--- config.mk ---
export PLATFORM = sky130hd
export DESIGN_NAME = base64_stream_decoder
export DESIGN_NICKNAME = d
export VERILOG_FILES = /design/src/rtl/core/b64d_pkg.sv /design/src/rtl/core/base64_stream_decoder.sv /design/src/rtl/core/b64d_front.sv /design/src/rtl/core/b64d_fifo.sv /design/src/rtl/core/b64d_back.sv
export SDC_FILE = /design/constraint.sdc
export NUM_CORES = 1
export LEC_CHECK = 0
export ABC_AREA = 0
export BUFFER_PORTS_ARGS = -buffer_cell sky130_fd_sc_hd__buf_4
export CELL_PAD_IN_SITES_DETAIL_PLACEMENT = 1
export CELL_PAD_IN_SITES_GLOBAL_PLACEMENT = 1
export CORE_AREA = 2 2 136 138
export CTS_CLUSTER_SIZE = 12
export DETAILED_ROUTE_END_ITERATION = 7
export DIE_AREA = 0 0 138 140
export PLACE_DENSITY_LB_ADDON = 0.12
export SYNTH_ARGS = -nofsm -noshare
export SYNTH_HDL_FRONTEND = slang
export SYNTH_SLANG_ARGS = --single-unit
--- constraint.sdc ---
create_clock -name clk -period 2.9 [get_ports clk]
set_input_delay 0.29 -clock clk [delete_from_list [all_inputs] [get_ports clk]]
set_output_delay 0.29 -clock clk [all_outputs]
set_load 0.005 [all_outputs]
--- src/rtl/core/b64d_pkg.sv ---
// Shared types and constants of the base64 stream decoder.
package b64d_pkg;

    localparam int FIFO_DEPTH_DEFAULT = 4;

    localparam logic [1:0] KIND_DATA = 2'd0;
    localparam logic [1:0] KIND_OK   = 2'd1;
    localparam logic [1:0] KIND_ERR  = 2'd2;

    // One queue word: the results caused by one character.
    typedef struct packed {
        logic [7:0] b1;
        logic [7:0] b2;
        logic [7:0] b3;
        logic [1:0] nbytes;   // data bytes carried, 0..3
        logic       status;   // a status result follows the bytes
        logic       ok;       // status is success
    } grp_t;

endpackage

--- src/rtl/core/base64_stream_decoder.sv ---
// Top level of the streaming base64 decoder.
//
// Takes one base64 character per cycle and returns decoded bytes, then one
// status word (success or error, last_result set) after the character marked
// is_last. The front end classifies each character in the cycle it is
// accepted and pushes the results it causes into a FIFO_DEPTH-entry queue; the
// back end drains the queue one result word per cycle while out_ready allows,
// through an output register. Input is accepted every cycle while the queue
// has room, so a stream of groups of four sustains one character per cycle
// when the receiver is always ready (three bytes per four characters); a
// closing character can cause up to four results, which the queue absorbs.
// Bytes already delivered stay delivered: on an error status the consumer
// discards the bytes of that text.
module base64_stream_decoder #(
    parameter int FIFO_DEPTH = b64d_pkg::FIFO_DEPTH_DEFAULT
) (
    input  logic       clk,
    input  logic       rst_n,
    input  logic       in_valid,
    output logic       in_ready,
    input  logic [7:0] in_char,
    input  logic       is_last,
    output logic       out_valid,
    input  logic       out_ready,
    output logic [7:0] out_byte,
    output logic [1:0] kind,
    output logic       last_result
);
    import b64d_pkg::*;

    grp_t push_word;
    grp_t pop_word;
    logic push;
    logic pop;
    logic not_full;
    logic not_empty;

    b64d_front u_front (
        .clk      (clk),
        .rst_n    (rst_n),
        .in_valid (in_valid),
        .in_ready (in_ready),
        .in_char  (in_char),
        .is_last  (is_last),
        .q_ready  (not_full),
        .q_push   (push),
        .q_word   (push_word)
    );

    b64d_fifo #(
        .DEPTH (FIFO_DEPTH)
    ) u_fifo (
        .clk       (clk),
        .rst_n     (rst_n),
        .push      (push),
        .push_word (push_word),
        .not_full  (not_full),
        .pop       (pop),
        .not_empty (not_empty),
        .pop_word  (pop_word)
    );

    b64d_back u_back (
        .clk         (clk),
        .rst_n       (rst_n),
        .q_valid     (not_empty),
        .q_word      (pop_word),
        .q_pop       (pop),
        .out_valid   (out_valid),
        .out_ready   (out_ready),
        .out_byte    (out_byte),
        .kind        (kind),
        .last_result (last_result)
    );

endmodule

--- src/rtl/core/b64d_front.sv ---
// Front end: takes characters, tracks group position and builds queue words.
module b64d_front (
    input  logic              clk,
    input  logic              rst_n,
    input  logic              in_valid,
    output logic              in_ready,
    input  logic [7:0]        in_char,
    input  logic              is_last,
    input  logic              q_ready,
    output logic              q_push,
    output b64d_pkg::grp_t    q_word
);
    import b64d_pkg::*;

    localparam logic [7:0] PAD_CHAR = 8'h3D;

    // Bit 6 set means the character is outside the alphabet.
    function automatic logic [6:0] sextet_of(input logic [7:0] c);
        logic [6:0] r;
        r = 7'h40;
        if (c >= 8'h41 && c <= 8'h5A)
            r = 7'(c - 8'h41);
        else if (c >= 8'h61 && c <= 8'h7A)
            r = 7'(c - 8'h61 + 8'd26);
        else if (c >= 8'h30 && c <= 8'h39)
            r = 7'(c - 8'h30 + 8'd52);
        else if (c == 8'h2B)
            r = 7'd62;
        else if (c == 8'h2F)
            r = 7'd63;
        return r;
    endfunction

    logic [1:0] pos_reg, pos_next;
    logic       pad_reg, pad_next;
    logic       err_reg, err_next;
    logic [5:0] group_reg [3];

    logic       fire;
    logic       is_pad;
    logic [6:0] v;
    logic       bad;
    logic       active;
    logic       wr_en;
    logic [1:0] nb;

    assign in_ready = q_ready;
    assign fire     = in_valid && in_ready;
    assign is_pad   = (in_char == PAD_CHAR);
    assign v        = sextet_of(in_char);
    assign bad      = v[6];
    assign active   = !pad_reg && !err_reg;

    always_comb
    begin
        nb       = 2'd0;
        err_next = err_reg;
        pad_next = pad_reg;
        wr_en    = 1'b0;
        if (active)
        begin
            unique case (pos_reg)
                2'd0, 2'd1:
                begin
                    if (bad)
                        err_next = 1'b1;
                    else
                        wr_en = 1'b1;
                end
                2'd2:
                begin
                    if (is_pad)
                    begin
                        nb       = 2'd1;
                        pad_next = 1'b1;
                    end
                    else if (bad)
                        err_next = 1'b1;
                    else
                        wr_en = 1'b1;
                end
                default:
                begin
                    if (is_pad)
                    begin
                        nb       = 2'd2;
                        pad_next = 1'b1;
                    end
                    else if (bad)
                        err_next = 1'b1;
                    else
                        nb = 2'd3;
                end
            endcase
        end
        pos_next = pos_reg + 2'd1;
        if (is_last)
        begin
            pos_next = 2'd0;
            pad_next = 1'b0;
        end
    end

    assign q_word.b1     = {group_reg[0], group_reg[1][5:4]};
    assign q_word.b2     = {group_reg[1][3:0], group_reg[2][5:2]};
    assign q_word.b3     = {group_reg[2][1:0], v[5:0]};
    assign q_word.nbytes = nb;
    assign q_word.status = is_last;
    assign q_word.ok     = !err_next && (pos_reg == 2'd3);
    assign q_push        = fire && ((nb != 2'd0) || is_last);

    always_ff @(posedge clk or negedge rst_n)
    begin
        if (!rst_n)
        begin
            pos_reg <= 2'd0;
            pad_reg <= 1'b0;
            err_reg <= 1'b0;
        end
        else if (fire)
        begin
            pos_reg <= pos_next;
            pad_reg <= pad_next;
            err_reg <= is_last ? 1'b0 : err_next;
        end
    end

    always_ff @(posedge clk)
    begin
        if (fire && wr_en)
            group_reg[pos_reg] <= v[5:0];
    end

endmodule

--- src/rtl/core/b64d_fifo.sv ---
// Short queue of result words between front and back end.
module b64d_fifo #(
    parameter int DEPTH = b64d_pkg::FIFO_DEPTH_DEFAULT
) (
    input  logic              clk,
    input  logic              rst_n,
    input  logic              push,
    input  b64d_pkg::grp_t    push_word,
    output logic              not_full,
    input  logic              pop,
    output logic              not_empty,
    output b64d_pkg::grp_t    pop_word
);
    import b64d_pkg::*;

    localparam int PW = (DEPTH > 1) ? $clog2(DEPTH) : 1;
    localparam int CW = $clog2(DEPTH + 1);
    localparam logic [PW-1:0] LAST_PTR = PW'(DEPTH - 1);
    localparam logic [CW-1:0] FULL_CNT = CW'(DEPTH);

    grp_t          mem [DEPTH];
    logic [PW-1:0] wr_ptr_reg, rd_ptr_reg;
    logic [CW-1:0] cnt_reg;

    assign not_full  = (cnt_reg != FULL_CNT);
    assign not_empty = (cnt_reg != '0);
    assign pop_word  = mem[rd_ptr_reg];

    always_ff @(posedge clk)
    begin
        if (push)
            mem[wr_ptr_reg] <= push_word;
    end

    always_ff @(posedge clk or negedge rst_n)
    begin
        if (!rst_n)
        begin
            wr_ptr_reg <= '0;
            rd_ptr_reg <= '0;
            cnt_reg    <= '0;
        end
        else
        begin
            if (push)
                wr_ptr_reg <= (wr_ptr_reg == LAST_PTR) ? '0 : wr_ptr_reg + 1'b1;
            if (pop)
                rd_ptr_reg <= (rd_ptr_reg == LAST_PTR) ? '0 : rd_ptr_reg + 1'b1;
            if (push && !pop)
                cnt_reg <= cnt_reg + 1'b1;
            else if (pop && !push)
                cnt_reg <= cnt_reg - 1'b1;
        end
    end

endmodule

--- src/rtl/core/b64d_back.sv ---
// Back end: unpacks queue words into one result word per cycle while the output is free.
module b64d_back (
    input  logic              clk,
    input  logic              rst_n,
    input  logic              q_valid,
    input  b64d_pkg::grp_t    q_word,
    output logic              q_pop,
    output logic              out_valid,
    input  logic              out_ready,
    output logic [7:0]        out_byte,
    output logic [1:0]        kind,
    output logic              last_result
);
    import b64d_pkg::*;

    grp_t       cur_reg;
    logic       cur_valid_reg;
    logic [1:0] idx_reg;
    logic       out_valid_reg;
    logic [7:0] out_byte_reg;
    logic [1:0] kind_reg;
    logic       last_reg;

    logic       out_free;
    logic       emit;
    logic       finish;
    logic [1:0] last_idx;
    logic [7:0] sel_byte;
    logic [1:0] sel_kind;
    logic       sel_last;

    // word always carries at least one result
    assign last_idx = 2'(3'({1'b0, cur_reg.nbytes}) + 3'(cur_reg.status) - 3'd1);
    assign out_free = !out_valid_reg || out_ready;
    assign emit     = cur_valid_reg && out_free;
    assign finish   = emit && (idx_reg == last_idx);
    assign q_pop    = q_valid && (!cur_valid_reg || finish);

    always_comb
    begin
        sel_byte = 8'd0;
        sel_kind = cur_reg.ok ? KIND_OK : KIND_ERR;
        sel_last = 1'b1;
        if (idx_reg < cur_reg.nbytes)
        begin
            sel_kind = KIND_DATA;
            sel_last = 1'b0;
            case (idx_reg)
                2'd0:    sel_byte = cur_reg.b1;
                2'd1:    sel_byte = cur_reg.b2;
                default: sel_byte = cur_reg.b3;
            endcase
        end
    end

    always_ff @(posedge clk or negedge rst_n)
    begin
        if (!rst_n)
        begin
            cur_valid_reg <= 1'b0;
            idx_reg       <= 2'd0;
            out_valid_reg <= 1'b0;
        end
        else
        begin
            if (q_pop)
            begin
                cur_valid_reg <= 1'b1;
                idx_reg       <= 2'd0;
            end
            else if (finish)
                cur_valid_reg <= 1'b0;
            else if (emit)
                idx_reg <= idx_reg + 2'd1;

            if (emit)
                out_valid_reg <= 1'b1;
            else if (out_ready)
                out_valid_reg <= 1'b0;
        end
    end

    always_ff @(posedge clk)
    begin
        if (q_pop)
            cur_reg <= q_word;
        if (emit)
        begin
            out_byte_reg <= sel_byte;
            kind_reg     <= sel_kind;
            last_reg     <= sel_last;
        end
    end

    assign out_valid   = out_valid_reg;
    assign out_byte    = out_byte_reg;
    assign kind        = kind_reg;
    assign last_result = last_reg;

endmodule

==> results.sh <==
export IMPL_core_area_sq_um=17800
export IMPL_cts_sinks=184
export IMPL_drive_gt1_share_pct=24.4
export IMPL_pre_cts_slack_ns=0.120
export IMPL_worstPathArrival_ns=2.74
export IMPL_drv_slew=0
export IMPL_synth_seq_cells=184
export IMPL_met1_usage_pct=20.8
export IMPL_crit_cells=8
export IMPL_setup_tns_ns=0
export IMPL_max_clock_path_buffers=2
export IMPL_ys_flop_type="edfxtp_1"
export IMPL_switching_share_pct=28.6
export IMPL_drtPass1Iterations=4
export IMPL_crit_path_cell_trace="or3b_1 > and2_1 > nand3_2 > o22ai_4 > ha_1 > inv_1 > fa_1 > mux2_2"
export IMPL_yosysWarnings=0
export IMPL_async_flop_share_pct=8.15
export IMPL_min_path_cells=2
export IMPL_cts_reportedPaths_clkPinSlew_ns=0.07
export IMPL_final_net_count=488
export IMPL_path_max_fanout=8
export IMPL_p_seq_share_pct=47.3
export IMPL_grt_usage_pct=15.8
export IMPL_worst_slew_pin_transition_ns=0.631
export IMPL_critical_path_max_stage_delay_ns=0.44
export IMPL_wl_per_cell_um=20.5
export IMPL_timing_final_ws_setup_ns=0.468
export IMPL_rsz0062_at_grt="no"
export IMPL_p_per_area_nw_per_um2=953
export IMPL_wirelength_um=14200
export IMPL_fillers=1693
export IMPL_max_cap_viol_count=0
export IMPL_die_h_um=140
export IMPL_yosysSeqAreaShare_pct=72.7
export IMPL_start_util_pct=42.2
export IMPL_cts_root_buf="clkbuf_16"
export IMPL_fin_worst_skew_ns=0.00797
export IMPL_p_clk_share_pct=26.5
export IMPL_drt_initial_drc_count=184
export IMPL_area_delta_synth_final_pct=15.5
export IMPL_dpl_hpwl_um=9000
export IMPL_row_count=49
export IMPL_antenna_found_initial=0
export IMPL_required_ns=3.21
export IMPL_worstRegToRegCells=8
export IMPL_avgViaCountPerCell=5.26
export IMPL_synth_edf_count=169
export IMPL_cts_htree_levels=4
export IMPL_seqCellArea_sq_um=5450
export IMPL_overflow=0
export IMPL_fin_crit_ns=2.43
export IMPL_cp_end_kind="flop"
export IMPL_min_path_type="in -> reg"
export IMPL_numCtsBuffers=17
export IMPL_crit_type="reg -> reg"
export IMPL_finalWeightedCongestion=0.751
export IMPL_power_total_w=0.00825
export IMPL_outcome="finished, final reports clean"
export IMPL_ir_worst_vdd_v=0.000479
export IMPL_fmax_mhz=411
export IMPL_synth_cells=404
export IMPL_top_usage_layer="met2"
export IMPL_combPwrFrac_pct=26.2
export IMPL_crit_family="simple AND/OR/NAND/NOR gates"
export IMPL_intPower_w=0.00589
export IMPL_diodes=0
export IMPL_syn_avg_cell_area_sq_um=18.6
export IMPL_dieArea_sq_um=19300
export IMPL_p_leak_nw=3.01
export IMPL_crit_buf_inv=1
export IMPL_numPortBuffers=25
export IMPL_cts_tree="done"
export IMPL_die_x_um=138
export IMPL_grt_pass1_vias=3956
export IMPL_grt_pass1_wl_um=22800
export IMPL_crit_path_top_delay_cell="dfrtp_1"
export IMPL_relSlewSlack_pct=57.7
export IMPL_syn_num_nets=441
export IMPL_ant_nets=0
export IMPL_netlist_area_sq_um=7500
export IMPL_largest_reg_flops=112
export IMPL_insertion_delay_ns=0.42
export IMPL_vias=3642
export IMPL_fin_crit_sh_pct=83.9
export IMPL_setup_viol=0
export IMPL_hold_viol=0
export IMPL_grt_max_degree=33
export IMPL_multiInputGateArea_sq_um=1910
export IMPL_switching_power_w=0.00236
export IMPL_io_pins=26
export IMPL_route_detailed_drc=0
export IMPL_use_met3_pct=3.28
export IMPL_worstSetupStartpointType="flop"
export IMPL_ys_types=59
export IMPL_use_met2_pct=26.3
[cells in the mapped netlist (2+ instances only)]
master      n  area share, %
buf_2       3           0.20
nand3_1     3           0.20
nand3b_1    3           0.30
buf_4       2           0.20
a21o_1      2           0.20
nor4_1      2           0.17
o21ai_0     8           0.53
dfrtp_1    15            5.0
nor2_1      8           0.40
nand2b_1    3           0.25
edfxtp_1  169             68
mux2i_1     2           0.27
a221o_1     2           0.27
mux4_2     28            8.4
mux2_4      2           0.40
nor2b_1     3           0.25
ha_1       23            3.8
nand2_1    18           0.90
inv_1      21            1.1
a22oi_1     8           0.80
o21ai_1     2           0.13
o21a_1      2           0.20
clkbuf_1    5           0.25
xor2_1      3           0.35
buf_1       2           0.10
a31oi_1     2           0.17
a21oi_1    17            1.1
and2_1     10           0.83
mux2_2      3           0.45
xnor2_1     4           0.47
[final timing paths]
kind                                             end  slack, ns               startpoint
max in group asynchronous       u_fifo.rd_ptr_reg[0]       2.44                    rst_n
worst max-delay path               u_fifo.cnt_reg[1]       0.47        u_fifo.cnt_reg[0]
worst max register to register     u_fifo.cnt_reg[1]       0.47        u_fifo.cnt_reg[0]
min in group asynchronous       u_fifo.rd_ptr_reg[1]       0.26                    rst_n
worst min register to register     u_fifo.mem[2][17]       0.49  u_front.group_reg[1][1]
worst min-delay path                 u_front.pad_reg        0.1                  is_last
[area by class of cell]
class	count	area share, %
flip-flops and latches	184	63.0
multi-input cells	186	22.0
clock buffers	18	4.96
repair buffers	41	4.31
well taps	229	3.31
clock inverters	14	1.55
inverters	21	0.910
[power by group through the flow]
stage	Combinational (W)	Clock, W	Sequential [W]
floorplan	0.00148	0	0.00387
global placement	0.00218	0	0.00393
detailed placement	0.00224	0	0.00396
CTS	0.00225	0.00225	0.00391
global route	0.00241	0.00235	0.00397
finish	0.00216	0.00219	0.00390
[kinds of logic after synthesis]
| group | after synthesis | share of synthesized area, % |
|---|---|---|
| adders and majority gates | 24 | 4.11 |
| buffers and inverters | 34 | 1.95 |
| DFF | 184 | 72.7 |
| AOI/OAI and AO/OA | 55 | 5.29 |
| muxes | 35 | 9.53 |
| xor gates and xnor gates | 8 | 1.12 |
| and+or+nand+nor | 64 | 5.29 |
[cell usage in the layout (no fill, tap or decap), drive strengths merged, types with 2 or more instances in the layout]
cell type,count
clkinvlp,3
xnor2,4
a221o,2
o21a,2
nor4,2
a21oi,18
nor2,8
nor2b,3
and2,10
clkbuf,18
or3,2
xor2,3
a221oi,2
mux2,5
a21o,2
nand2,18
buf,40
dfrtp,15
a31oi,2
inv,21
bufinv,2
nand3b,4
nand2b,4
mux4,28
o21ai,10
nor3,3
or3b,2
a311oi,2
ha,23
edfxtp,169
nand3,4
a22oi,8
clkinv,9
mux2i,2
[stage by stage]
step,util (%),hold slack [ns],instance area (sq um),std cells
global route,48.7,0.0987,8660,693
CTS,48.7,0.0862,8660,693
global placement,45.5,0.162,8090,660
finish,48.7,0.0986,8660,693
detailed placement,45.5,0.166,8090,660
floorplan,-,-0.00559,7500,404
[routing by layer]
layer / part of all wire (%) / wire length [um]
met2: 50 / 7110
met3: 3.0 / 421
met1: 46 / 6460
met4: 1.4 / 200
met5: 0 / 0
[repair_timing]
item	4_1_cts	5_1_grt
gates resized for setup	0	0
hold buffers	1	0
buffers inserted	0	0
endpoints found under the hold margin	15	0
(Power assumes the default switching activity.)
